==> src/sv/smx_pkg.sv <==
package smx_pkg;

    localparam int MAX_COLS_DEF    = 64;
    localparam int SCORE_WIDTH_DEF = 16;

    // widest row count (4096) and widest score carried in a row descriptor
    localparam int CNT_MAX_W   = 13;
    localparam int SCORE_MAX_W = 32;

    localparam int EXP_W     = 17;   // exp value, Q1.16, at most 65536
    localparam int SUM_W     = 24;   // saturating sum of exp values
    localparam int V_W       = 31;   // Q1.30 running product
    localparam int INV_W     = 17;   // reciprocal; sum >= 1.0 keeps it <= 65536
    localparam int EXP_STEPS = 16;
    localparam int DIV_STEPS = 33;
    localparam int LOG2E_W   = 17;

    localparam logic [LOG2E_W-1:0] LOG2E_Q16 = 17'd94548;

    typedef struct packed {
        logic                   bank;
        logic                   drop;
        logic [CNT_MAX_W-1:0]   count;
        logic [SCORE_MAX_W-1:0] row_max;
    } desc_t;

    typedef logic [EXP_STEPS:1][V_W-1:0] root_tab_t;

    function automatic logic [63:0] isqrt64(input logic [63:0] x_in);
        logic [63:0] x;
        logic [63:0] res;
        logic [63:0] b;
        x   = x_in;
        res = 64'd0;
        b   = 64'h4000_0000_0000_0000;
        for (int i = 0; i < 32; i++)
        begin
            if (x >= res + b)
            begin
                x   = x - (res + b);
                res = (res >> 1) + b;
            end
            else
            begin
                res = res >> 1;
            end
            b = b >> 2;
        end
        return res;
    endfunction

    // root k approximates 2^(-2^-k) in Q1.30
    function automatic root_tab_t build_roots();
        root_tab_t r;
        logic [63:0] t;
        t    = isqrt64(64'd1 << 59);
        r[1] = t[V_W-1:0];
        for (int k = 2; k <= EXP_STEPS; k++)
        begin
            t    = isqrt64(64'(r[k-1]) << 30);
            r[k] = t[V_W-1:0];
        end
        return r;
    endfunction

    localparam root_tab_t ROOTS = build_roots();

endpackage

==> src/sv/smx_front.sv <==
module smx_front #(
    parameter int MAX_COLS    = smx_pkg::MAX_COLS_DEF,
    parameter int SCORE_WIDTH = smx_pkg::SCORE_WIDTH_DEF
) (
    input  logic                          clk,
    input  logic                          rst_n,
    input  logic                          in_valid,
    output logic                          in_stall,
    input  logic signed [SCORE_WIDTH-1:0] score,
    input  logic                          row_end,
    output logic                          wr_en,
    output logic [$clog2(MAX_COLS):0]     wr_addr,
    output logic [SCORE_WIDTH-1:0]        wr_data,
    output logic                          desc_push,
    output smx_pkg::desc_t                desc,
    input  logic                          row_done
);

    import smx_pkg::*;

    localparam int ADDR_W = $clog2(MAX_COLS);
    localparam int CNT_W  = $clog2(MAX_COLS + 1);

    logic [CNT_W-1:0]              count_reg, count_next;
    logic signed [SCORE_WIDTH-1:0] max_reg, max_next;
    logic                          drop_reg, drop_next;
    logic                          bank_reg, bank_next;
    logic [1:0]                    busy_reg, busy_next;

    logic                          accept;
    logic                          keep;
    logic signed [SCORE_WIDTH-1:0] max_upd;
    logic [CNT_W-1:0]              count_upd;
    logic                          drop_upd;

    // two rows in flight: one being written, one with the back end
    assign in_stall = busy_reg == 2'd2;
    assign accept   = in_valid && !in_stall;
    assign keep     = count_reg < CNT_W'(MAX_COLS);

    assign max_upd   = (keep && score > max_reg) ? score : max_reg;
    assign count_upd = count_reg + CNT_W'(keep);
    assign drop_upd  = drop_reg | ~keep;

    assign wr_en   = accept && keep;
    assign wr_addr = {bank_reg, count_reg[ADDR_W-1:0]};
    assign wr_data = score;

    assign desc_push     = accept && row_end;
    assign desc.bank     = bank_reg;
    assign desc.drop     = drop_upd;
    assign desc.count    = CNT_MAX_W'(count_upd);
    assign desc.row_max  = SCORE_MAX_W'(max_upd);

    always_comb
    begin
        count_next = count_reg;
        max_next   = max_reg;
        drop_next  = drop_reg;
        bank_next  = bank_reg;
        if (accept)
        begin
            if (row_end)
            begin
                count_next = '0;
                max_next   = {1'b1, {(SCORE_WIDTH-1){1'b0}}};
                drop_next  = 1'b0;
                bank_next  = ~bank_reg;
            end
            else
            begin
                count_next = count_upd;
                max_next   = max_upd;
                drop_next  = drop_upd;
            end
        end
        busy_next = busy_reg + 2'(desc_push) - 2'(row_done);
    end

    always_ff @(posedge clk or negedge rst_n)
    begin
        if (!rst_n)
        begin
            count_reg <= '0;
            max_reg   <= {1'b1, {(SCORE_WIDTH-1){1'b0}}};
            drop_reg  <= 1'b0;
            bank_reg  <= 1'b0;
            busy_reg  <= 2'd0;
        end
        else
        begin
            count_reg <= count_next;
            max_reg   <= max_next;
            drop_reg  <= drop_next;
            bank_reg  <= bank_next;
            busy_reg  <= busy_next;
        end
    end

endmodule

==> config.mk <==
export PLATFORM = sky130hd
export DESIGN_NAME = smx_front
export DESIGN_NICKNAME = d
export VERILOG_FILES = /design/src/sv/smx_pkg.sv /design/src/sv/smx_front.sv
export SDC_FILE = /design/constraint.sdc
export NUM_CORES = 1
export LEC_CHECK = 0
export ABC_AREA = 0
export BUFFER_PORTS_ARGS = -buffer_cell sky130_fd_sc_hd__buf_2
export CORE_MARGIN = 2
export CORE_UTILIZATION = 30
export CTS_BUF_LIST = sky130_fd_sc_hd__clkbuf_16
export CTS_CLUSTER_DIAMETER = 50
export DETAILED_ROUTE_END_ITERATION = 7
export PLACE_DENSITY = 0.6
export SETUP_SLACK_MARGIN = 0.5
export SYNTH_ARGS = -nofsm -noshare
export SYNTH_HDL_FRONTEND = slang
export SYNTH_SLANG_ARGS = --single-unit
==> constraint.sdc <==
create_clock -name clk -period 3.9 [get_ports clk]
set_clock_uncertainty 0.2 [all_clocks]
set_input_delay 0.39 -clock clk [delete_from_list [all_inputs] [get_ports clk]]
set_output_delay 0.39 -clock clk [all_outputs]
set_load 0.02 [all_outputs]
[After elaboration in Yosys (flattened, before gate mapping)]
Index checks and enable logic that the tools add are counted.
Storage, ports and cells
  register bits: 27
  logic and storage cells: 24
  input bits: 21
Operators by class
  reductions and logical operators: 6
  add/sub/neg operators: 3
  order comparisons: 2
  eq/ne operators: 1
  bitwise logic cells: 3
  multiplexer cells: 4
Operators with widths (number)
  2-to-1 mux 16 bit: 2
  greater-than comparator 16 bit: 1
  adder 7 x 1 -> 7 bit: 1
  < comparator 7 bit, second input constant: 1
  2-to-1 mux 7 bit: 1
  logical AND 1 bit: 4
  adder 2 x 1 -> 2 bit: 1
  == test 2 bit, second input constant: 1
  inverter 1 bit: 2
  AND reduction 2 bit: 1
  subtractor 2 x 1 -> 2 bit: 1
  logical NOT 1 bit: 1
  2-to-1 mux 1 bit: 1
  bitwise OR 1 bit: 1

[Logic depth before layout (Yosys ltp)]
  word-level depth: 6
  depth in mapped cells: 10
  gate-level depth less buffers: 8

[Worst setup path after synthesis]
No wires, ideal clock.
  path kind: register to output
  start: register max_reg[15]
  end: output port desc[16] (netlist bit)
  slack: -61 ps
  required time: 3310 ps
  stages on the path, launching flop included: 11
  arrival time: 3371 ps
  path through: dfstp_2 -> inv_1 -> ha_1 -> nand4_2 -> nor3_2 -> a221oi_2 -> a211o_2 -> nand2_4 -> buf_2 -> mux2i_1 -> buf_4
RTL lines
  start, declared: RTL line smx_front.sv:25  | logic signed [SCORE_WIDTH-1:0] max_reg, max_next;
  start signal, assigned: RTL line smx_front.sv:85  | max_reg <= {1'b1, {(SCORE_WIDTH-1){1'b0}}};
  start signal, assigned: RTL line smx_front.sv:93  | max_reg <= max_next;
  end, declared: RTL line smx_front.sv:15  | output smx_pkg::desc_t desc,

==> results_dict.tcl <==
set metrics [dict create \
    finalSetupViolations 0 \
    ctsHtreeMaxLevel 1 \
    holdCritPathClass "primary input to flip-flop" \
    synth_seq_cells 27 \
    hold_violations 0 \
    setup.worst_path.end_class "output pin" \
    port_buffers 87 \
    grt_usage 0.136 \
    die_area_um2 8560 \
    cp_num_buf_inv 3 \
    path_cells "inv_4 > ha_4 > nand4_4 > nor3_4 > a221oi_4 > a211o_4 > nand2_8 > mux2i_4 > buf_6 > buf_6" \
    drive_gt1_frac 0.431 \
    period_needed_ns 3.36 \
    first_global_vias 1792 \
    worstSetupPathType "flip-flop to output pin" \
    antenna_cells 0 \
    finalMaxSlewViolations 0 \
    synth_cell_type_count 43 \
    synth_common_cells "buf_4 (47), dfrtp_1 (26), inv_1 (26)" \
    grt_max_degree 28 \
    p_leak_nw 1.58 \
    synthSimpleGateAreaFrac 0.141 \
    drt_first_iter_violations 108 \
    initial_utilization 0.307 \
    drc_errors 0 \
    die_h_um 92.5 \
    yosys_most_used_dff "dfrtp_1" \
    synth_mux_area_frac 0.0761 \
    hpwl_mm 3.99 \
    maxSlewHeadroom 0.378 \
    place_area_um2 2560 \
    tightest_slew_ns 0.932 \
    routed_via_density 4.80 \
    largest_reg_flops 16 \
    num-fill-cells 803 \
    synthXorXnorAreaFrac 0.0298 \
    multi_input_area_um2 1340 \
    crit_arrival_ns 2.77 \
    syn_area_per_cell_um2 9.25 \
    fmax_mhz 297 \
    synth_fa_ha_area_frac 0.106 \
    grt-ovfl-total 0 \
    area_growth_syn_to_layout_pct 30.1 \
    crit_fanout 8 \
    worstSkewPairLatency_ns 0.27 \
    antenna_found_initial 0 \
    critical_path.most_common_cell "buf_6" \
    clock_sinks 27 \
    synth.area.top_cells "dfrtp_1 (28%), buf_4 (15%), ha_1 (11%), a221o_1 (4.7%), inv_1 (4.2%)" \
    gp_congestion 0.793 \
    yosysMostFrequentCell "buf_4" \
    routed_wl_mm 6.03 \
    cts_tree "yes" \
    rsz0062_at_grt "true" \
    path_delay_family "flip-flops" \
    first_pass_iters 4 \
    synth_largest_area_cell "dfrtp_1" \
    final-seq-area_um2 677 \
    cts_buffers 3 \
    rows 32 \
    grt_pass1_wl_mm 9.18 \
    status "finished clean" \
    async_flop_share 1.00 \
    setup_tns_ns 0 \
    io_pins 94 \
    num_vias 1994 \
    synth_compound_area_frac 0.145 \
    synth_top_family_by_area "buffers and inverters" \
    yosysWarningCount 0 \
    wire_per_inst_um 14.5 \
    cap_violations 0 \
    core-area_um2 7650 \
    critPathSlowestCell "dfstp_2" \
    synth_edf_count 0 \
    slowest_delay_ns 0.56 \
    path_clk_slew_ns 0.07 \
    worst_hold_slack_ns 0.185 \
    route.antenna.remaining_nets 0 \
    yosysSeqAreaShare 0.288 \
    die_x_um 92.5 \
    synth_top_area_frac 0.277 \
    cp.required_ns 3.31 \
    cts-root-buf "clkbuf_16" \
    synth_area_um2 2350 \
    syn-instance-count 254 \
    nets 355 \
    min_period_over_period 0.862 \
    design_area_um2 3060 \
    clk_path_buf_depth 2 \
    critPathLaunchType "flip-flop" \
    power_density_nw_per_um2 893 \
    max-vdd-ir-drop_v 0.000478 \
]
-- metal layers --
metal | track usage | part of all wire
met1 | 0.187 | 0.45
met2 | 0.224 | 0.48
met3 | 0.0220 | 0.053
met4 | 0.0299 | 0.010
met5 | 0 | 0
-- layout make-up --
class	instances	area share
Clock buffer	3	0.0246
Clock inverter	1	0.00123
Inverter	26	0.0327
Multi-Input combinational cell	151	0.439
Sequential cell	27	0.221
Tap cell	102	0.0418
Timing Repair Buffer	105	0.239
-- repair_timing --
action | 4_1_cts | 5_1_grt
pin swaps | 4 | 10
hold buffers | 1 | 0
buffers inserted | 3 | 11
endpoints found under the hold margin | 26 | 0
cloned | 2 | 1
gates resized for setup | 9 | 55
endpoints found under the setup margin | 32 | 32
-- logic make-up after synthesis --
kind of cell | count (synthesis)
buf+inv | 83
simple gates | 57
compound gates | 42
flops | 27
fa+ha+maj | 20
mux | 16
xor+xnor | 8
other cells | 1
-- placed cells by master (no fill, tap or decap), types with 4 or more instances in the layout --
| cell type | synthesis | routed |
|---|---|---|
| ha_1 | 20 | 18 |
| xnor2_1 | 6 | 6 |
| a21oi_1 | 9 | 7 |
| mux2_1 | 8 | 5 |
| o21ai_0 | 5 | 5 |
| buf_6 | 1 | 24 |
| inv_1 | 26 | 26 |
| nor4_1 | 11 | 11 |
| conb_1 | 1 | 6 |
| and3_1 | 13 | 13 |
| nor2_1 | 7 | 7 |
| nand3_1 | 6 | 6 |
| a221o_1 | 11 | 11 |
| buf_2 | 3 | 65 |
| mux2_2 | 7 | 6 |
| nand2_1 | 9 | 9 |
| buf_4 | 47 | 14 |
| dfrtp_1 | 26 | 26 |
| mux2_4 | 0 | 4 |
-- where the power goes --
group          switching [mW]  internal (mW)  leakage [nW]
registers              0.0684          0.377         0.351
clock network           0.104          0.138        0.0423
logic                    1.12          0.926          1.19
total                    1.29           1.44          1.58
-- metrics by stage --
stage / instances / power [mW] / utilization / setup slack [ns]
after floorplan: 259 / 1.74 / - / 0.472
after global placement: 393 / 1.93 / 0.334 / 0.498
after detailed placement: 393 / 1.95 / 0.334 / 0.425
after CTS: 403 / 2.34 / 0.362 / 0.523
after global routing: 415 / 2.91 / 0.400 / 0.435
final: 415 / 2.73 / 0.400 / 0.537
-- worst register-to-register path: stages (launching register included) --
cell,delay [ns]
dfstp_2,0.56
inv_4,0.04
ha_4,0.27
nand4_4,0.12
nor3_4,0.25
a221oi_4,0.12
a211oi_1,0.67
buf_4,0.29
nor4_1,0.06
a221o_1,0.28
-- worst paths after layout --
check,startpoint,end,slack [ns],cells past startpoint
max,max_reg[15],desc[30],0.54,10
min,score[1],max_reg[1],0.19,2
max reg2reg,max_reg[15],max_reg[2],0.92,9
min reg2reg,busy_reg[1],busy_reg[1],0.27,1
max in group asynchronous,rst_n,max_reg[9],2.58,2
min in group asynchronous,rst_n,max_reg[7],0.48,2
No activity file was read; power rests on OpenSTA's default activity.
