**src/sv/smx_ram.sv**
```systemverilog
module smx_ram #(
    parameter int WIDTH = 16,
    parameter int DEPTH = 64
) (
    input  logic                     clk,
    input  logic                     wr_en,
    input  logic [$clog2(DEPTH)-1:0] wr_addr,
    input  logic [WIDTH-1:0]         wr_data,
    input  logic [$clog2(DEPTH)-1:0] rd_addr,
    output logic [WIDTH-1:0]         rd_data
);

    logic [WIDTH-1:0] mem [DEPTH];

    always_ff @(posedge clk)
    begin
        if (wr_en)
        begin
            mem[wr_addr] <= wr_data;
        end
        rd_data <= mem[rd_addr];
    end

endmodule

```
**config.mk**
```make
export PLATFORM = sky130hd
export DESIGN_NAME = smx_ram
export DESIGN_NICKNAME = d
export VERILOG_FILES = /design/src/sv/smx_ram.sv
export SDC_FILE = /design/constraint.sdc
export NUM_CORES = 1
export LEC_CHECK = 0
export BUFFER_PORTS_ARGS = -buffer_cell sky130_fd_sc_hd__buf_4
export CELL_PAD_IN_SITES_DETAIL_PLACEMENT = 2
export CELL_PAD_IN_SITES_GLOBAL_PLACEMENT = 2
export CORE_ASPECT_RATIO = 1.4
export CORE_MARGIN = 2
export CORE_UTILIZATION = 54
export CTS_BUF_LIST = sky130_fd_sc_hd__clkbuf_8 sky130_fd_sc_hd__clkbuf_16
export CTS_CLUSTER_SIZE = 12
export DETAILED_ROUTE_END_ITERATION = 16
export PLACE_DENSITY_LB_ADDON = 0.25
export SYNTH_ARGS = -nofsm -noshare
export SYNTH_HDL_FRONTEND = slang
export SYNTH_SLANG_ARGS = --single-unit
export TNS_END_PERCENT = 20
```
**constraint.sdc**
```tcl
create_clock -name clk -period 6.5 [get_ports clk]
set_clock_uncertainty 0.05 [all_clocks]
set_input_delay 0.65 -clock clk [delete_from_list [all_inputs] [get_ports clk]]
set_output_delay 0.65 -clock clk [all_outputs]
set_load 0.005 [all_outputs]
```
==> flow_summary.yaml, run 1 <==
floorplanning:
  dieHeight_um: 326
  start_util_pct: 54.4
  die_w_um: 234
  num_io_pins: 46
  rows: 118
placed_design:
  dpl.hpwl_mm: 78.0
  port_buffers: 45
  place_congestion: 0.815
logic_synthesis:
  synth.ff_latch_count: 1040
  postSynthCellCount: 1829
  synth_cell_type_count: 43
  synthesis.nets: 1859
  synth_area_um2: 40000
  seq_area_frac_synth_pct: 77.6
  synth_warnings: 0
  avgSynthCellArea_um2: 21.9
run_status:
  status: "aborted with a tool error"
  stop_stage: "detailed placement"
  error_line: "[ERROR DPL-0033] detailed placement checks failed during check placement."
## synthesized netlist by cell type
cell type  instances  area [µm²]
nand4b_1           1        8.76
a221oi_1          16         140
mux4_2           220        4950
buf_1              3        11.3
a41oi_1            5        43.8
o21ai_1            3        15.0
nand3_1           24         120
buf_12             5         100
nand2_1           59         221
and2_1             2        12.5
nor2b_1           30         188
mux2i_1           85         851
nor2_1            72         270
buf_6             17         191
a22oi_1           39         293
nand4_1           12        75.1
buf_8              3        45.0
a31oi_1            8        50.1
a211o_1            8        70.1
a311oi_1           8        70.1
buf_2             36         180
nand3b_1           2        15.0
nand2_4            1        11.3
a221o_1            6        60.1
a21oi_1           17        85.1
a211oi_1           8        60.1
and4_1             5        43.8
or3b_2             1        8.76
clkbuf_2           2        10.0
clkbuf_1          24        90.1
mux4_1             4         105
nor3_1             2        10.0
o21ai_0            5        25.0
dfxtp_1           16         320
clkbuf_4           1        7.51
nor4_2             3        37.5
nor2_2             2        12.5
mux2_2            27         304
or3_1              1        6.26
buf_4             13        97.6
a22o_1             6        52.6
edfxtp_1        1024       30700
nand2b_1           3        18.8
## cell families after synthesis
group	share of synthesized area [%]
simple gates	2.65
buf+inv	1.83
mux	15.5
compound gates	2.41
flops	77.6
## metrics by stage
step	setup slack [ns]	hold slack, ns
2_1_floorplan	3.77	0.699
3_3_place_gp	2.36	0.814
==> run 2: changes to the inputs <==
==> config.mk (replaced) <==
export PLATFORM = sky130hd
export DESIGN_NAME = smx_ram
export DESIGN_NICKNAME = d
export VERILOG_FILES = /design/src/sv/smx_ram.sv
export SDC_FILE = /design/constraint.sdc
export NUM_CORES = 1
export LEC_CHECK = 0
export BUFFER_PORTS_ARGS = -buffer_cell sky130_fd_sc_hd__buf_4
export CORE_MARGIN = 2
export CORE_UTILIZATION = 40
export DETAILED_ROUTE_END_ITERATION = 16
export PLACE_DENSITY_LB_ADDON = 0.15
export SYNTH_ARGS = -nofsm -noshare
export SYNTH_HDL_FRONTEND = slang
export SYNTH_SLANG_ARGS = --single-unit
export TNS_END_PERCENT = 20
==> run 2 against run 1 <==
Effect of this change: the run now ends clean; area after synthesis unchanged; synthesized cell count unchanged.
==> flow_summary.yaml, run 2 <==
run_status:
  status: "finished, final reports clean"
logic_synthesis:
  synth_warnings: 0
  avgSynthCellArea_um2: 21.9
  synth_area_um2: 40000
  synthesis.nets: 1859
  synthTopCellsByArea: "edfxtp_1 77%, mux4_2 12%, mux2i_1 2.1%"
  synth_cell_type_count: 43
  postSynthCellCount: 1829
  yosys.area.top_type: "edfxtp_1"
  synth_edf_count: 1024
  netlist.area_leader.share_pct: 76.8
  synth.ff_latch_count: 1040
  seq_area_frac_synth_pct: 77.6
  synth.most_common_cell: "edfxtp_1"
  ys_async_sr_fraction_pct: 0
  ys_top_cells_by_count: "1024 x edfxtp_1, 220 x mux4_2, 85 x mux2i_1, 72 x nor2_1, 59 x nand2_1"
  synth_ff_type: "edfxtp_1"
critical_path:
  cp_num_buf_inv: 3
  cp_max_fo: 73
  worstSetupStartpoint: "rd_addr[0]"
  critPathTopFamily: "buffers and inverters"
  worstPathArrival_ns: 3.69
  critPathKind: "in2reg"
  crit_required_ns: 6.99
  end_kind: "flop"
  worstPathCellList: "buf_8 > buf_4 > buf_4 > mux4_2 > a221o_1 > nor2_1 > nor4_2"
  crit_path_top_delay_cell: "buf_8"
  crit_path_end: "rd_data[7]$_DFF_P_"
  timing.rr.start: "mem[7][12]$_DFFE_PP_"
  critPathLaunchType: "primary input"
  r2r_setup_slack_ns: 4.28
  cp.depth: 7
  reg2reg_depth: 5
  rr_endpoint: "rd_data[12]$_DFF_P_"
  cpPeakStageDelay_ns: 0.67
  path_common_cell: "buf_4"
finish:
  max_flop_register: "mem"
  syn2layout_area_growth_pct: 13.7
  drive_gt1_share_pct: 26.8
  top_regs: "mem: 1024 flops, rd_data: 16 flops"
  num-nets-final: 1988
  final_common_cell: "edfxtp_1"
  largest_register_ffs: 1024
  fin_area_um2: 45500
  layout_common_cells: "1024 x edfxtp_1, 220 x mux4_2, 117 x buf_4, 109 x clkbuf_16, 85 x mux2i_1"
sta:
  max_slew.worst_pin.slew_ns: 1.11
  hold_ws_ns: 0.491
  slew_violations: 0
  rsz0062_at_grt: "false"
  setup_viol: 0
  fin_ws_ns: 3.29
  hold_viol_final: 0
  layout_worst_path_cycle_share_pct: 49.3
  slew_headroom_pct: 25.7
  period_minus_slack_ns: 3.21
  fin_setup_tns_ns: 0
  max_freq_ghz: 0.312
detailed_routing:
  vias_per_cell: 5.63
  drtIter0Drc: 1778
  remaining_drc_errors: 0
  final_antenna_net_count: 0
  wirelength_mm: 102
  drt-pass1-iter-count: 5
  routed-via-count: 18900
  routedWlPerCell_um: 30.5
min_path:
  min_path_type: "in2reg"
clocking:
  clk_path_buf_depth: 3
  insertion_delay_ns: 0.67
  clock_sinks: 1040
  post_cts_buffers: 0
  cts-htree-levels: 3
  clkTransAtPathRegs_ns: 0.06
  hold_buffers: 0
  cts_root_buf: "clkbuf_16"
  cts_tree: "built"
  cts_resized: 0
  numCtsBuffers: 106
floorplanning:
  start_util_pct: 40.2
  die_area_um2: 103000
  rows: 116
  num_io_pins: 46
  coreArea_um2: 99700
  die_w_um: 320
  dieHeight_um: 320
global_route:
  use_met1_pct: 27.7
  grt_start_max_net_pins: 103
  grt_pass1_vias: 19500
  overflow: 0
  grt_usage_pct: 20.1
  met2_usage_pct: 31.4
  grt_pass1_wl_mm: 146
  use_met3_pct: 4.81
  antenna_found_initial: 7
  top_usage_layer: "met2"
power:
  peakVddDrop_mv: 0.218
  power_leakage_nw: 14.4
  p_per_area_nw_per_um2: 315
placed_design:
  port_buffers: 45
  place_ws_ns: 2.46
  place_congestion: 0.804
  place_area_um2: 42000
  dpl.hpwl_mm: 59.2
run:
  drv_cap: 0
[run 2: cell counts after synthesis]
Identical to the previous run, type by type.
[run 2: per-layer routing]
layer	vias to the layer above	wire, µm
li1	7947	-
met1	10200	43900
met2	557	47900
met3	153	6870
met4	6	3360
met5	-	26
[run 2: how the worst min path moves through the flow]
stage / start / to / slack [ns] / depth (start not counted)
final: wr_data[11] / mem[52][11]$_DFFE_PP_ / 0.49 / 1
after global routing: wr_addr[2] / mem[48][6]$_DFFE_PP_ / 0.49 / 2
after floorplan: wr_data[0] / mem[0][0]$_DFFE_PP_ / 0.70 / 0
after detailed placement: mem[57][12]$_DFFE_PP_ / rd_data[12]$_DFF_P_ / 0.81 / 5
after CTS: wr_addr[2] / mem[48][6]$_DFFE_PP_ / 0.46 / 2
after global placement: mem[40][1]$_DFFE_PP_ / rd_data[1]$_DFF_P_ / 0.78 / 4
[run 2: report_power, final]
part / internal, W / switching [W]
Sequential: 0.00743 / 0.0000294
Clock: 0.00368 / 0.00250
Combinational: 0.000246 / 0.000443
Total: 0.0113 / 0.00297
[run 2: cells by family (layout without fill, tap and decap cells)]
kind of cell	count (synthesis)	count (layout)	share of synthesized area, %
simple gates	220	220	2.65
buf+inv	104	318	1.83
compound gates	129	129	2.41
mux	336	336	15.5
other cells	0	5	0
flops	1040	1040	77.6
[run 2: metrics by stage]
stage | util [%] | instances | power (W)
final | 45.7 | 3346 | 0.0143
after global routing | 45.7 | 3341 | 0.0147
after CTS | 45.7 | 3341 | 0.0145
after detailed placement | 42.1 | 3148 | 0.00830
after global placement | 42.1 | 3148 | 0.00829
after floorplan | - | 1829 | 0.00796
[run 2: final cells by class]
type | instances | area, µm²
diodes | 5 | 12.5
clock buffers | 138 | 2940
clock inverters | 55 | 597
fillers | 8303 | 54200
multi-input cells | 685 | 8270
flip-flops and latches | 1040 | 31100
well taps | 1298 | 1620
repair buffers | 125 | 1020
(Power assumes the default switching activity.)
==> run 3: changes to the inputs <==
==> constraint.sdc (replaced) <==
create_clock -name clk -period 2.87 [get_ports clk]
set_clock_uncertainty 0.05 [all_clocks]
set_input_delay 0.287 -clock clk [delete_from_list [all_inputs] [get_ports clk]]
set_output_delay 0.287 -clock clk [all_outputs]
set_load 0.005 [all_outputs]
==> run 3 against run 2 <==
Effect of this change: power increased by 130%; register-to-register slack got worse by 3.6 ns; die area unchanged; first-iteration DRC count decreased by 2.1%; clock power increased by 130%; combinational power increased by 150%; wire length decreased by 0.44%; worst hold slack got worse by 0.36 ns; design area increased by 1.6%; via count increased by 2.2%; global-route usage decreased by 0.068 points; cell count increased by 2.7%; critical endpoint is now rd_data[14]$_DFF_P_.
==> flow_summary.yaml, run 3 (same netlist as run 2, synthesis figures left out) <==
clocking:
  clkTransAtPathRegs_ns: 0.06
  post_cts_buffers: 0
  hold_buffers: 0
  clock_sinks: 1040
  cts_tree: "built"
  cts_root_buf: "clkbuf_16"
  insertion_delay_ns: 0.67
  cts-htree-levels: 3
  cts_resized: 0
  clk_path_buf_depth: 3
  numCtsBuffers: 107
detailed_routing:
  routed-via-count: 19300
  drtIter0Drc: 1740
  final_antenna_net_count: 0
  drt-pass1-iter-count: 5
  remaining_drc_errors: 0
  vias_per_cell: 5.61
  wirelength_mm: 102
  routedWlPerCell_um: 29.6
placed_design:
  port_buffers: 45
  place_congestion: 0.814
  place_ws_ns: 0.0780
  place_area_um2: 42700
  dpl.hpwl_mm: 60.7
floorplanning:
  start_util_pct: 40.2
  coreArea_um2: 99700
  die_w_um: 320
  num_io_pins: 46
  dieHeight_um: 320
  rows: 116
  die_area_um2: 103000
finish:
  top_regs: "mem: 1024 flops, rd_data: 16 flops"
  max_flop_register: "mem"
  fin_area_um2: 46300
  final_common_cell: "edfxtp_1"
  largest_register_ffs: 1024
  syn2layout_area_growth_pct: 15.6
  layout_common_cells: "1024 x edfxtp_1, 220 x mux4_2, 194 x buf_4, 109 x clkbuf_16, 85 x mux2i_1"
  num-nets-final: 2076
  drive_gt1_share_pct: 29.5
  fillers: 8303
sta:
  fin_setup_tns_ns: 0
  max_freq_ghz: 0.450
  period_minus_slack_ns: 2.22
  max_slew.worst_pin.slew_ns: 1.08
  hold_ws_ns: 0.132
  rsz0062_at_grt: "false"
  slew_headroom_pct: 28.1
  hold_viol_final: 0
  fin_ws_ns: 0.649
  layout_worst_path_cycle_share_pct: 77.4
  setup_viol: 0
  slew_violations: 0
min_path:
  min_path_type: "in2reg"
power:
  power_w: 0.0326
  power_leakage_nw: 14.8
  peakVddDrop_mv: 0.537
  p_per_area_nw_per_um2: 704
critical_path:
  r2r_setup_slack_ns: 0.65
  critPathLaunchType: "flop"
  cp_max_fo: 1
  end_kind: "flop"
  critPathKind: "reg2reg"
  worstPathArrival_ns: 2.73
  crit_required_ns: 3.38
global_route:
  antenna_found_initial: 6
  grt_pass1_vias: 19800
  grt_usage_pct: 20.0
  overflow: 0
  grt_start_max_net_pins: 65
  grt_pass1_wl_mm: 146
run:
  drv_cap: 0
run_status:
  status: "finished, final reports clean"
==> run 3: layout make-up <==
| cell class | instances | area (µm²) | area share (%) |
|---|---|---|---|
| clock inverters | 77 | 748 | 1.62 |
| repair buffers | 212 | 1800 | 3.89 |
| diodes | 4 | 10.0 | 0.0216 |
| well taps | 1298 | 1620 | 3.51 |
| clock buffers | 121 | 2770 | 5.99 |
| flip-flops and latches | 1040 | 31100 | 67.1 |
| multi-input cells | 685 | 8250 | 17.8 |
==> run 3: metrics by stage <==
| stage | util (%) | instances |
|---|---|---|
| 6_report | 46.4 | 3437 |
| 5_1_grt | 46.4 | 3433 |
| 4_1_cts | 46.4 | 3433 |
| 3_5_place_dp | 42.9 | 3235 |
| 3_3_place_gp | 42.9 | 3235 |
| 2_1_floorplan | - | 1829 |
==> run 3: metal layers <==
layer  up-vias  track usage, %  share of wire, %
li1       8124               -                 -
met1     10400            28.7                44
met2       564            30.9                47
met3       142            4.46               6.6
met4         4            5.83               2.6
met5         -               0             0.024
==> run 3: final timing paths <==
path                              start                     to  depth (start not counted)
setup / recovery  mem[31][14]$_DFFE_PP_    rd_data[14]$_DFF_P_                          5
hold / removal              wr_data[12]  mem[29][12]$_DFFE_PP_                          1
setup reg to reg  mem[31][14]$_DFFE_PP_    rd_data[14]$_DFF_P_                          5
hold reg to reg   mem[26][10]$_DFFE_PP_    rd_data[10]$_DFF_P_                          4
==> run 3: report_power, final <==
group	switching [W]	internal, W	total, W
registers	0.0000658	0.0168	0.0169
clock network	0.00574	0.00824	0.0140
logic	0.00104	0.000649	0.00169
total	0.00685	0.0257	0.0326
==> run 3: worst max-delay path, cell delays in order, from the launching register on <==
cell and delay [ns]:
edfxtp_1 0.35, mux4_2 0.48, mux2_2 0.30, nand2_1 0.14
nand4_1 0.43, and4_1 0.37
