## src/sv/smx_pkg.sv

```systemverilog
package smx_pkg;

    localparam int MAX_COLS_DEF    = 64;
    localparam int SCORE_WIDTH_DEF = 16;

    // widest row count (4096) and widest score carried in a row descriptor
    localparam int CNT_MAX_W   = 13;
    localparam int SCORE_MAX_W = 32;

    localparam int EXP_W     = 17;   // exp value, Q1.16, at most 65536
    localparam int SUM_W     = 24;   // saturating sum of exp values
    localparam int V_W       = 31;   // Q1.30 running product
    localparam int INV_W     = 17;   // reciprocal; sum >= 1.0 keeps it <= 65536
    localparam int EXP_STEPS = 16;
    localparam int DIV_STEPS = 33;
    localparam int LOG2E_W   = 17;

    localparam logic [LOG2E_W-1:0] LOG2E_Q16 = 17'd94548;

    typedef struct packed {
        logic                   bank;
        logic                   drop;
        logic [CNT_MAX_W-1:0]   count;
        logic [SCORE_MAX_W-1:0] row_max;
    } desc_t;

    typedef logic [EXP_STEPS:1][V_W-1:0] root_tab_t;

    function automatic logic [63:0] isqrt64(input logic [63:0] x_in);
        logic [63:0] x;
        logic [63:0] res;
        logic [63:0] b;
        x   = x_in;
        res = 64'd0;
        b   = 64'h4000_0000_0000_0000;
        for (int i = 0; i < 32; i++)
        begin
            if (x >= res + b)
            begin
                x   = x - (res + b);
                res = (res >> 1) + b;
            end
            else
            begin
                res = res >> 1;
            end
            b = b >> 2;
        end
        return res;
    endfunction

    // root k approximates 2^(-2^-k) in Q1.30
    function automatic root_tab_t build_roots();
        root_tab_t r;
        logic [63:0] t;
        t    = isqrt64(64'd1 << 59);
        r[1] = t[V_W-1:0];
        for (int k = 2; k <= EXP_STEPS; k++)
        begin
            t    = isqrt64(64'(r[k-1]) << 30);
            r[k] = t[V_W-1:0];
        end
        return r;
    endfunction

    localparam root_tab_t ROOTS = build_roots();

endpackage

```

## src/sv/smx_desc_q.sv

```systemverilog
module smx_desc_q (
    input  logic           clk,
    input  logic           rst_n,
    input  logic           push,
    input  smx_pkg::desc_t push_desc,
    input  logic           pop,
    output logic           head_valid,
    output smx_pkg::desc_t head
);

    import smx_pkg::*;

    desc_t      entry_reg [2];
    logic       wptr_reg, wptr_next;
    logic       rptr_reg, rptr_next;
    logic [1:0] fill_reg, fill_next;

    assign head_valid = fill_reg != 2'd0;
    assign head       = entry_reg[rptr_reg];

    always_comb
    begin
        wptr_next = push ? ~wptr_reg : wptr_reg;
        rptr_next = pop  ? ~rptr_reg : rptr_reg;
        fill_next = fill_reg + 2'(push) - 2'(pop);
    end

    always_ff @(posedge clk or negedge rst_n)
    begin
        if (!rst_n)
        begin
            wptr_reg <= 1'b0;
            rptr_reg <= 1'b0;
            fill_reg <= 2'd0;
        end
        else
        begin
            wptr_reg <= wptr_next;
            rptr_reg <= rptr_next;
            fill_reg <= fill_next;
        end
    end

    always_ff @(posedge clk)
    begin
        if (push)
        begin
            entry_reg[wptr_reg] <= push_desc;
        end
    end

endmodule

```

## config.mk

```make
export PLATFORM = sky130hd
export DESIGN_NAME = smx_desc_q
export DESIGN_NICKNAME = d
export VERILOG_FILES = /design/src/sv/smx_pkg.sv /design/src/sv/smx_desc_q.sv
export SDC_FILE = /design/constraint.sdc
export NUM_CORES = 1
export LEC_CHECK = 0
export BUFFER_PORTS_ARGS = -buffer_cell sky130_fd_sc_hd__buf_2
export CAP_MARGIN = 5
export CORE_AREA = 10 10 114 116
export DETAILED_ROUTE_END_ITERATION = 7
export DIE_AREA = 0 0 124 126
export GPL_ROUTABILITY_DRIVEN = 0
export PLACE_DENSITY_LB_ADDON = 0.1
export RECOVER_POWER = 25
export SKIP_CTS_REPAIR_TIMING = 1
export SYNTH_ARGS = -nofsm -noshare
export SYNTH_HDL_FRONTEND = slang
export SYNTH_SLANG_ARGS = --single-unit
```

## constraint.sdc

```tcl
create_clock -name clk -period 9 [get_ports clk]
set_input_delay 1.8 -clock clk [delete_from_list [all_inputs] [get_ports clk]]
set_output_delay 1.8 -clock clk [all_outputs]
set_load 0.05 [all_outputs]
```

# ---- After elaboration in Yosys (flattened, before gate mapping)
# Memory sizes are Yosys's and may differ from the RTL's.
# Cells that the tools add are included.
dict set report word_totals {
  ram_bits 94
  in_bits 51
  memories 1
  out_inout_bits 48
  elab_cells 11
  regBits 4
}
dict set report op_classes {
  bitwise 2
  muxes 2
  addsub 2
  n_reduce_logical 1
}
# memory words width rd rd_ports_with_merged_regs wr line
set mem_list {}
lappend mem_list {entry_reg 2 47 1 0 1 smx_desc_q.sv:13} ;# desc_t entry_reg [2];
# op n
set op_table {}
lappend op_table {{$add A2 B1 Y2} 1}
lappend op_table {{$mux W1} 2}
lappend op_table {{$not A1 Y1} 2}
lappend op_table {{$reduce_bool A2 Y1} 1}
lappend op_table {{$sub A2 B1 Y2} 1}

# ---- Longest topological paths before layout
# Gate-level depths: netlist (run 1).
dict set report logic_depth {
  depth_word 2
  ltp_mapped 5
}

# ---- Worst setup path before layout (run 1)
# No wires, ideal clock.
dict set report synth_timing {
  kind {input to register}
  from {in push}
  to {mem entry_reg[0][0] (netlist bit) (enable)}
  arrival_ns 3.888
  cell_stages 1
  slack_ns 4.654
  n_path_buf 0
  setup_ns 0.457
  cell_sequence {nor2b_1}
}
dict set report synth_between {
  elab_chain_cells 2
}
# item line
set synth_lines {}
lappend synth_lines {{start, declared} smx_desc_q.sv:4} ;# input logic push,
lappend synth_lines {{$mux W1} smx_desc_q.sv:46} ;# if (push)
lappend synth_lines {{$mux W1 (implied by the code)} smx_desc_q.sv:48} ;# entry_reg[wptr_reg] <= push_desc;
lappend synth_lines {{end, declared} smx_desc_q.sv:13}
# Every way passes these cells.

==> results of run 1 <==
[power by group through the flow]
stage | clock, mW | sequential, mW | combinational, mW
6_report | 0.291 | 0.649 | 0.684
5_1_grt | 0.323 | 0.661 | 0.722
4_1_cts | 0.306 | 0.653 | 0.701
3_5_place_dp | 0 | 0.663 | 0.701
3_3_place_gp | 0 | 0.662 | 0.701
2_1_floorplan | 0 | 0.637 | 0.581
[layer usage]
layer  vias to the layer above  GRT usage
met3                        13     0.0349
met4                         0     0.0528
met5                         -          0
li1                        838          -
met1                       845     0.0978
met2                        63      0.146
[cells in the final DEF (no fill, tap or decap), types with 2 or more instances in the layout]
cell	n
ha_1	2
inv_1	2
bufinv_16	2
clkbuf_1	7
dfrtp_1	3
mux2_2	27
buf_4	3
edfxtp_1	94
buf_2	91
mux2_4	20
clkbuf_8	9
xor2_1	2
clkinv_1	3
[critical path: stages (launching register included)]
cell and delay (ns):
dfrtp_2 0.76, buf_4 0.52, mux2_2 0.40, buf_2 0.21
[worst min-delay path by stage]
stage	slack, ns	startpoint	cells past startpoint	end
3_5_place_dp	0.53	wptr_reg	1	wptr_reg
4_1_cts	0.58	wptr_reg	1	wptr_reg
3_3_place_gp	0.52	wptr_reg	1	wptr_reg
2_1_floorplan	0.46	wptr_reg	1	wptr_reg
5_1_grt	0.60	wptr_reg	1	wptr_reg
6_report	0.57	wptr_reg	1	wptr_reg
[synthesized netlist by cell type]
library cell / count / area share
edfxtp_1: 94 / 0.77
mux2_2: 27 / 0.083
mux2_4: 20 / 0.082
dfrtp_1: 4 / 0.027
buf_6: 3 / 0.0092
buf_2: 2 / 0.0027
ha_1: 2 / 0.0068
inv_1: 2 / 0.0020
xor2_1: 2 / 0.0048
and2_1: 1 / 0.0017
nor2b_1: 1 / 0.0017
or2_2: 1 / 0.0017
xor3_1: 1 / 0.0065
[metrics by stage]
step                      std cells  hold slack, ns
after floorplan                 160           0.455
after global placement          396           0.525
after detailed placement        396           0.530
after CTS                       412           0.580
after global routing            412           0.595
final                           412           0.568
[logic make-up (layout without fill, tap and decap cells)]
family | Yosys count | after routing
buffers and inverters | 7 | 119
xor gates and xnor gates | 3 | 3
DFF | 98 | 98
and+or+nand+nor | 3 | 3
adders and majority gates | 2 | 2
muxes | 47 | 47
[final cells by class]
class | instances | area (sq um) | share of cell area
Clock inverter | 7 | 83.8 | 0.0186
Clock buffer | 9 | 124 | 0.0274
Sequential cell | 98 | 2920 | 0.647
Timing Repair Buffer | 101 | 504 | 0.112
Multi-Input combinational cell | 55 | 698 | 0.155
Inverter | 2 | 7.51 | 0.00166
Tap cell | 140 | 175 | 0.0388
==> flow_summary.yaml, run 1 <==
clocking:
  cts_root_buf: "clkbuf_8"
  path_clk_slew_ns: 0.08
  cts_made_buffers: 9
  htree_num_levels: 3
  cts.sinks: 98
  clkLatencyLatePin_ns: 0.35
  cts_buffer_depth: 2
  tritoncts: "yes"
synth:
  synth_top_family_by_area: "multiplexers"
  synth-adder-area-share: 0.00683
  syn_avg_cell_area_sq_um: 22.9
  syn_nets: 213
  synth_xor_area_frac: 0.0113
  synth_area_sq_mm: 0.00366
  synthMuxAreaShare: 0.165
  yosysWarnings: 0
  synth-compound-area-share: 0
  synth_seq_cells: 98
  yosysSeqAreaShare: 0.798
  synthCells: 160
  ys_types: 13
  yosys.area_share.simple: 0.00512
die:
  coreArea_sq_mm: 0.0107
  start_util: 0.342
  chipWidth_um: 124
  fp.dieH_um: 126
  die_area_sq_mm: 0.0156
  fp-row-count: 38
  pin_count: 99
final_layout:
  final_design_area_no_fill_sq_mm: 0.00452
  layout-drive-gt1-share: 0.581
  nets: 320
  synthToLayoutAreaGrowth_pct: 23.3
  largest_reg_flops: 94
  fill_cells: 992
  postLayoutCoreUtil: 0.422
  n_antenna_cell: 0
sta:
  fin_crit_sh: 0.450
  rsz0062_at_grt: "no"
  fin_tns_setup_ns: 0
  setup_violations: 0
  finalWorstSetupSlack_ns: 4.95
  fin_skew_ns: 0.00542
  hold_viol: 0
  drv_slew: 0
  period_minus_slack_ns: 4.05
  worstMarginPinSlew_ns: 0.652
  worst_slew_margin_rel: 0.565
  fmax_ghz: 0.247
routing:
  initialDrtViolationCount: 75
  wl_met2_um: 3480
  wl_met3_um: 557
  wl_per_cell_um: 17.0
  vias: 1759
  first_pass_iters: 4
  drt-vias-per-instance: 4.27
  m1WireLength_um: 2800
  wirelength_um: 7000
  dr.max_layer_used: "met4"
  antenna_left: 0
  drc: 0
grt:
  grt_pass1_wl_um: 10400
  grt_pass1_vias: 1971
  grt_overflow: 0
  grt_max_degree: 48
  track_usage: 0.0902
  antenna_found_initial: 0
place:
  placed_area_sq_mm: 0.00432
  pre_cts_slack_ns: 5.24
  numPortBuffers: 98
  dp_hpwl_um: 4660
setup_path:
  critical_path_class: "reg2out"
  crit_end: "head[2]"
  worstSetupStartpointType: "flip-flop"
  cp_data_arrival_time_ns: 2.25
  worst_r2r_path_depth: 2
  reg2reg_slack_ns: 7.46
  required_ns: 7.20
  cp-startpoint: "rptr_reg"
  cp-end-kind: "primary output"
  r2r-start: "wptr_reg"
  r2r-end: "entry_reg[1][17]"
  path_max_fanout: 28
job:
  cap_viol_max_count: 0
power:
  p_leak_nw: 1.74
  sequentialPowerShare: 0.400
  p_switching_mw: 0.658
  p_sw_frac: 0.405
  clkPwrFrac: 0.179
  power_mw: 1.62
  p_int_mw: 0.967
  ir_drop_mv: 0.120
  combPwrFrac: 0.421
  powerDensity_mw_per_mm2: 360
min_path:
  hold_path_class: "reg2reg"
status:
  outcome: "finished clean"
No activity file was read; power rests on OpenSTA's default activity.
==> inputs of run 2 (changes only) <==
clock period = 3.93 ns   (was 9 ns; I/O delays follow)
==> flow_summary.yaml, run 2 (synthesis gave the netlist of run 1 again) <==
status:
  outcome: "finished clean"
final_layout:
  final_design_area_no_fill_sq_mm: 0.00450
  multi_input_area_sq_um: 698
  largest_reg_flops: 94
  final_cell_mix: "94 x edfxtp_1, 85 x buf_2, 27 x mux2_2"
  nets: 321
  synthToLayoutAreaGrowth_pct: 22.8
  ff_latch_area_sq_mm: 0.00292
  fill_cells: 1025
  layout-drive-gt1-share: 0.557
  final_common_cell: "edfxtp_1"
  fin_cells: 414
power:
  p_sw_frac: 0.419
  p_leak_nw: 1.71
  ir_drop_mv: 0.319
  sequentialPowerShare: 0.411
  clkPwrFrac: 0.152
  power_mw: 3.64
  p_int_mw: 2.11
  powerDensity_mw_per_mm2: 809
  p_switching_mw: 1.53
  combPwrFrac: 0.437
routing:
  drt-vias-per-instance: 4.34
  drc: 0
  first_pass_iters: 5
  wirelength_um: 7160
  initialDrtViolationCount: 68
  wl_per_cell_um: 17.3
  vias: 1796
  antenna_left: 0
place:
  numPortBuffers: 98
  placed_area_sq_mm: 0.00435
  dp_hpwl_um: 4990
  place_inst: 397
die:
  start_util: 0.342
  fp-row-count: 38
  pin_count: 99
  coreArea_sq_mm: 0.0107
  chipWidth_um: 124
  die_area_sq_mm: 0.0156
  fp.dieH_um: 126
setup_path:
  critPathBufInv: 2
  cpMaxStageDelayCell: "dfrtp_2"
  worst_r2r_path_depth: 2
  critPathMaxStageDelay_ns: 0.83
  required_ns: 3.14
  cp-end-kind: "primary output"
  path_max_fanout: 25
  cp_data_arrival_time_ns: 2.06
  path_depth: 3
  crit_family: "flip-flops"
  crit_chain: "buf_12 -> mux2_2 -> buf_2"
  worstSetupStartpointType: "flip-flop"
  critical_path_class: "reg2out"
grt:
  grt_pass1_wl_um: 10700
  grt_pass1_vias: 1996
  grt_max_degree: 26
  grt_overflow: 0
  antenna_found_initial: 1
  track_usage: 0.0914
clocking:
  htree_num_levels: 3
  cts.sinks: 98
  path_clk_slew_ns: 0.09
  tritoncts: "yes"
  cts_root_buf: "clkbuf_8"
  clkLatencyLatePin_ns: 0.34
  cts_made_buffers: 9
  cts_buffer_depth: 2
sta:
  fmax_ghz: 0.351
  setup_violations: 0
  worstMarginPinSlew_ns: 0.724
  fin_crit_sh: 0.724
  rsz0062_at_grt: "no"
  drv_slew: 0
  fin_tns_setup_ns: 0
  hold_viol: 0
  fin_skew_ns: 0.00618
  worst_slew_margin_rel: 0.516
  period_minus_slack_ns: 2.85
job:
  cap_viol_max_count: 0
min_path:
  hold_path_class: "in2async"
[run 2: per-stage QoR]
stage / setup WS [ns] / util / hold slack, ns
global placement: 1.42 / 0.407 / 0.523
CTS: 1.01 / 0.422 / 0.204
detailed placement: 1.41 / 0.407 / 0.526
floorplan: 0.598 / - / 0.455
finish: 1.08 / 0.421 / 0.256
global route: 0.950 / 0.421 / 0.241
[run 2: worst register-to-register path, stage by stage, from the launching register on]
cell	delay, ns
dfrtp_1	0.43
nor2b_4	0.60
buf_12	0.29
[run 2: layer usage]
metal / track usage / share of wire / up-vias
li1: - / - / 845
met1: 0.108 / 0.41 / 872
met2: 0.143 / 0.49 / 69
met3: 0.0340 / 0.087 / 10
met4: 0.0447 / 0.016 / 0
met5: 0 / 0 / -
[run 2: area by class of cell]
cell class                 count  share of cell area
timing repair buffer         102               0.118
inverter                       2             0.00167
tap                          140              0.0389
clock buffer                  11              0.0292
antenna                        1            0.000556
multi-input combinational     55               0.155
sequential                    98               0.650
clock inverter                 5             0.00695
[run 2: worst paths after layout]
check / start / end / slack (ns)
min reg2reg: wptr_reg / wptr_reg / 0.55
min: rst_n / fill_reg[0] / 0.26
min in group clk: wptr_reg / wptr_reg / 0.55
max in group asynchronous: rst_n / rptr_reg / 3.47
max reg2reg: wptr_reg / entry_reg[0][42] / 2.30
max: rptr_reg / head[39] / 1.08
[run 2: power by group through the flow]
stage / sequential (mW) / clock (mW) / combinational [mW]
5_1_grt: 1.52 / 0.613 / 1.68
6_report: 1.50 / 0.553 / 1.59
3_5_place_dp: 1.53 / 0 / 1.62
2_1_floorplan: 1.46 / 0 / 1.33
3_3_place_gp: 1.52 / 0 / 1.62
4_1_cts: 1.50 / 0.580 / 1.63
==> inputs of run 3 (changes only) <==
clock period = 2.5 ns   (was 3.93 ns; I/O delays follow)
==> flow_summary.yaml, run 3 (synthesis gave the netlist of run 1 again) <==
die:
  fp.dieH_um: 126
  coreArea_sq_mm: 0.0107
  start_util: 0.342
  pin_count: 99
  fp-row-count: 38
  chipWidth_um: 124
  die_area_sq_mm: 0.0156
status:
  outcome: "finished clean"
clocking:
  clkLatencyLatePin_ns: 0.35
  cts_root_buf: "clkbuf_8"
  cts_made_buffers: 9
  cts_buffer_depth: 2
  tritoncts: "yes"
  path_clk_slew_ns: 0.09
  htree_num_levels: 3
  cts.sinks: 98
min_path:
  hold_depth: 1
  hold_path_class: "in2reg"
grt:
  met3_usage: 0.0313
  met1_usage: 0.102
  met2_usage: 0.144
  grt_pass1_wl_um: 10500
  grt_pass1_vias: 1924
  grt-busiest-layer: "met2"
  grt_overflow: 0
  grt_max_degree: 26
  antenna_found_initial: 0
  track_usage: 0.0889
setup_path:
  cp_data_arrival_time_ns: 1.77
  crit_family: "flip-flops"
  cp-startpoint: "rptr_reg"
  cpMaxStageDelayCell: "dfrtp_2"
  r2r-end: "entry_reg[1][32]"
  r2r-start: "wptr_reg"
  worstSetupStartpointType: "flip-flop"
  required_ns: 2.00
  critPathBufInv: 2
  worst_r2r_path_depth: 2
  crit_end: "head[11]"
  critPathMaxStageDelay_ns: 0.54
  critical_path_class: "reg2out"
  cp-end-kind: "primary output"
  reg2reg_slack_ns: 1.11
  path_depth: 3
  crit_chain: "buf_4 -> mux2_2 -> buf_2"
  path_max_fanout: 14
sta:
  fmax_ghz: 0.441
  fin_skew_ns: 0.00935
  fin_crit_sh: 0.907
  worstMarginPinSlew_ns: 0.403
  rsz0062_at_grt: "no"
  drv_slew: 0
  setup_violations: 0
  period_minus_slack_ns: 2.27
  fin_tns_setup_ns: 0
  hold_viol: 0
  worst_slew_margin_rel: 0.732
final_layout:
  fill_cells: 993
  layout-drive-gt1-share: 0.564
  nets: 324
  final_common_cell: "edfxtp_1"
  final_cell_mix: "94 x edfxtp_1, 85 x buf_2, 27 x mux2_2"
  multi_input_area_sq_um: 698
  synthToLayoutAreaGrowth_pct: 24.4
  ff_latch_area_sq_mm: 0.00292
  n_antenna_cell: 0
  largest_reg_flops: 94
power:
  powerDensity_mw_per_mm2: 1280
  ir_drop_mv: 0.454
  p_leak_nw: 1.74
  power_mw: 5.83
place:
  dp_hpwl_um: 4970
  numPortBuffers: 98
routing:
  wl_per_cell_um: 16.8
  antenna_left: 0
  first_pass_iters: 4
  initialDrtViolationCount: 68
  wirelength_um: 6980
  drc: 0
  drt-vias-per-instance: 4.34
  vias: 1801
job:
  cap_viol_max_count: 0
==> run 3: worst register-to-register path, cell delays in order (launching register included) <==
cell     delay (ns)
dfrtp_1        0.42
and2_2         0.43
buf_12         0.24
==> run 3: how the worst min path moves through the flow <==
stage | startpoint | to | slack, ns
2_1_floorplan | rst_n | fill_reg[0] | 0.20
4_1_cts | rst_n | wptr_reg | -0.08
3_5_place_dp | rst_n | wptr_reg | 0.32
5_1_grt | push_desc[44] | entry_reg[0][44] | 0.30
3_3_place_gp | rst_n | fill_reg[1] | 0.32
6_report | push_desc[38] | entry_reg[1][38] | 0.33
==> run 3: through the flow <==
step	instance area (sq um)	instances	hold WS (ns)	worst slack [ns]	util
after CTS	4560	414	-0.0783	0.192	0.427
final	4560	415	0.326	0.232	0.426
after detailed placement	4380	399	0.316	0.573	0.409
after global routing	4560	415	0.302	0.134	0.426
after global placement	4380	399	0.318	0.608	0.409
after floorplan	3670	160	0.204	0.331	-
==> run 3: power breakdown <==
group	switching, mW	leakage, nW	internal [mW]
sequential	0.113	0.928	2.18
combinational	1.77	0.728	0.810
clock	0.506	0.0856	0.460
==> run 3: layout make-up <==
cell class / count / share of cell area
Inverter: 2 / 0.00165
Sequential cell: 98 / 0.642
Clock inverter: 4 / 0.0118
Clock buffer: 11 / 0.0288
Multi-Input combinational cell: 55 / 0.153
Tap cell: 140 / 0.0384
Timing Repair Buffer: 105 / 0.124
==> run 3: per-layer routing <==
layer	share of wire	vias up
li1	-	846
met1	0.41	885
met2	0.49	59
met3	0.083	11
met4	0.019	0
met5	0	-
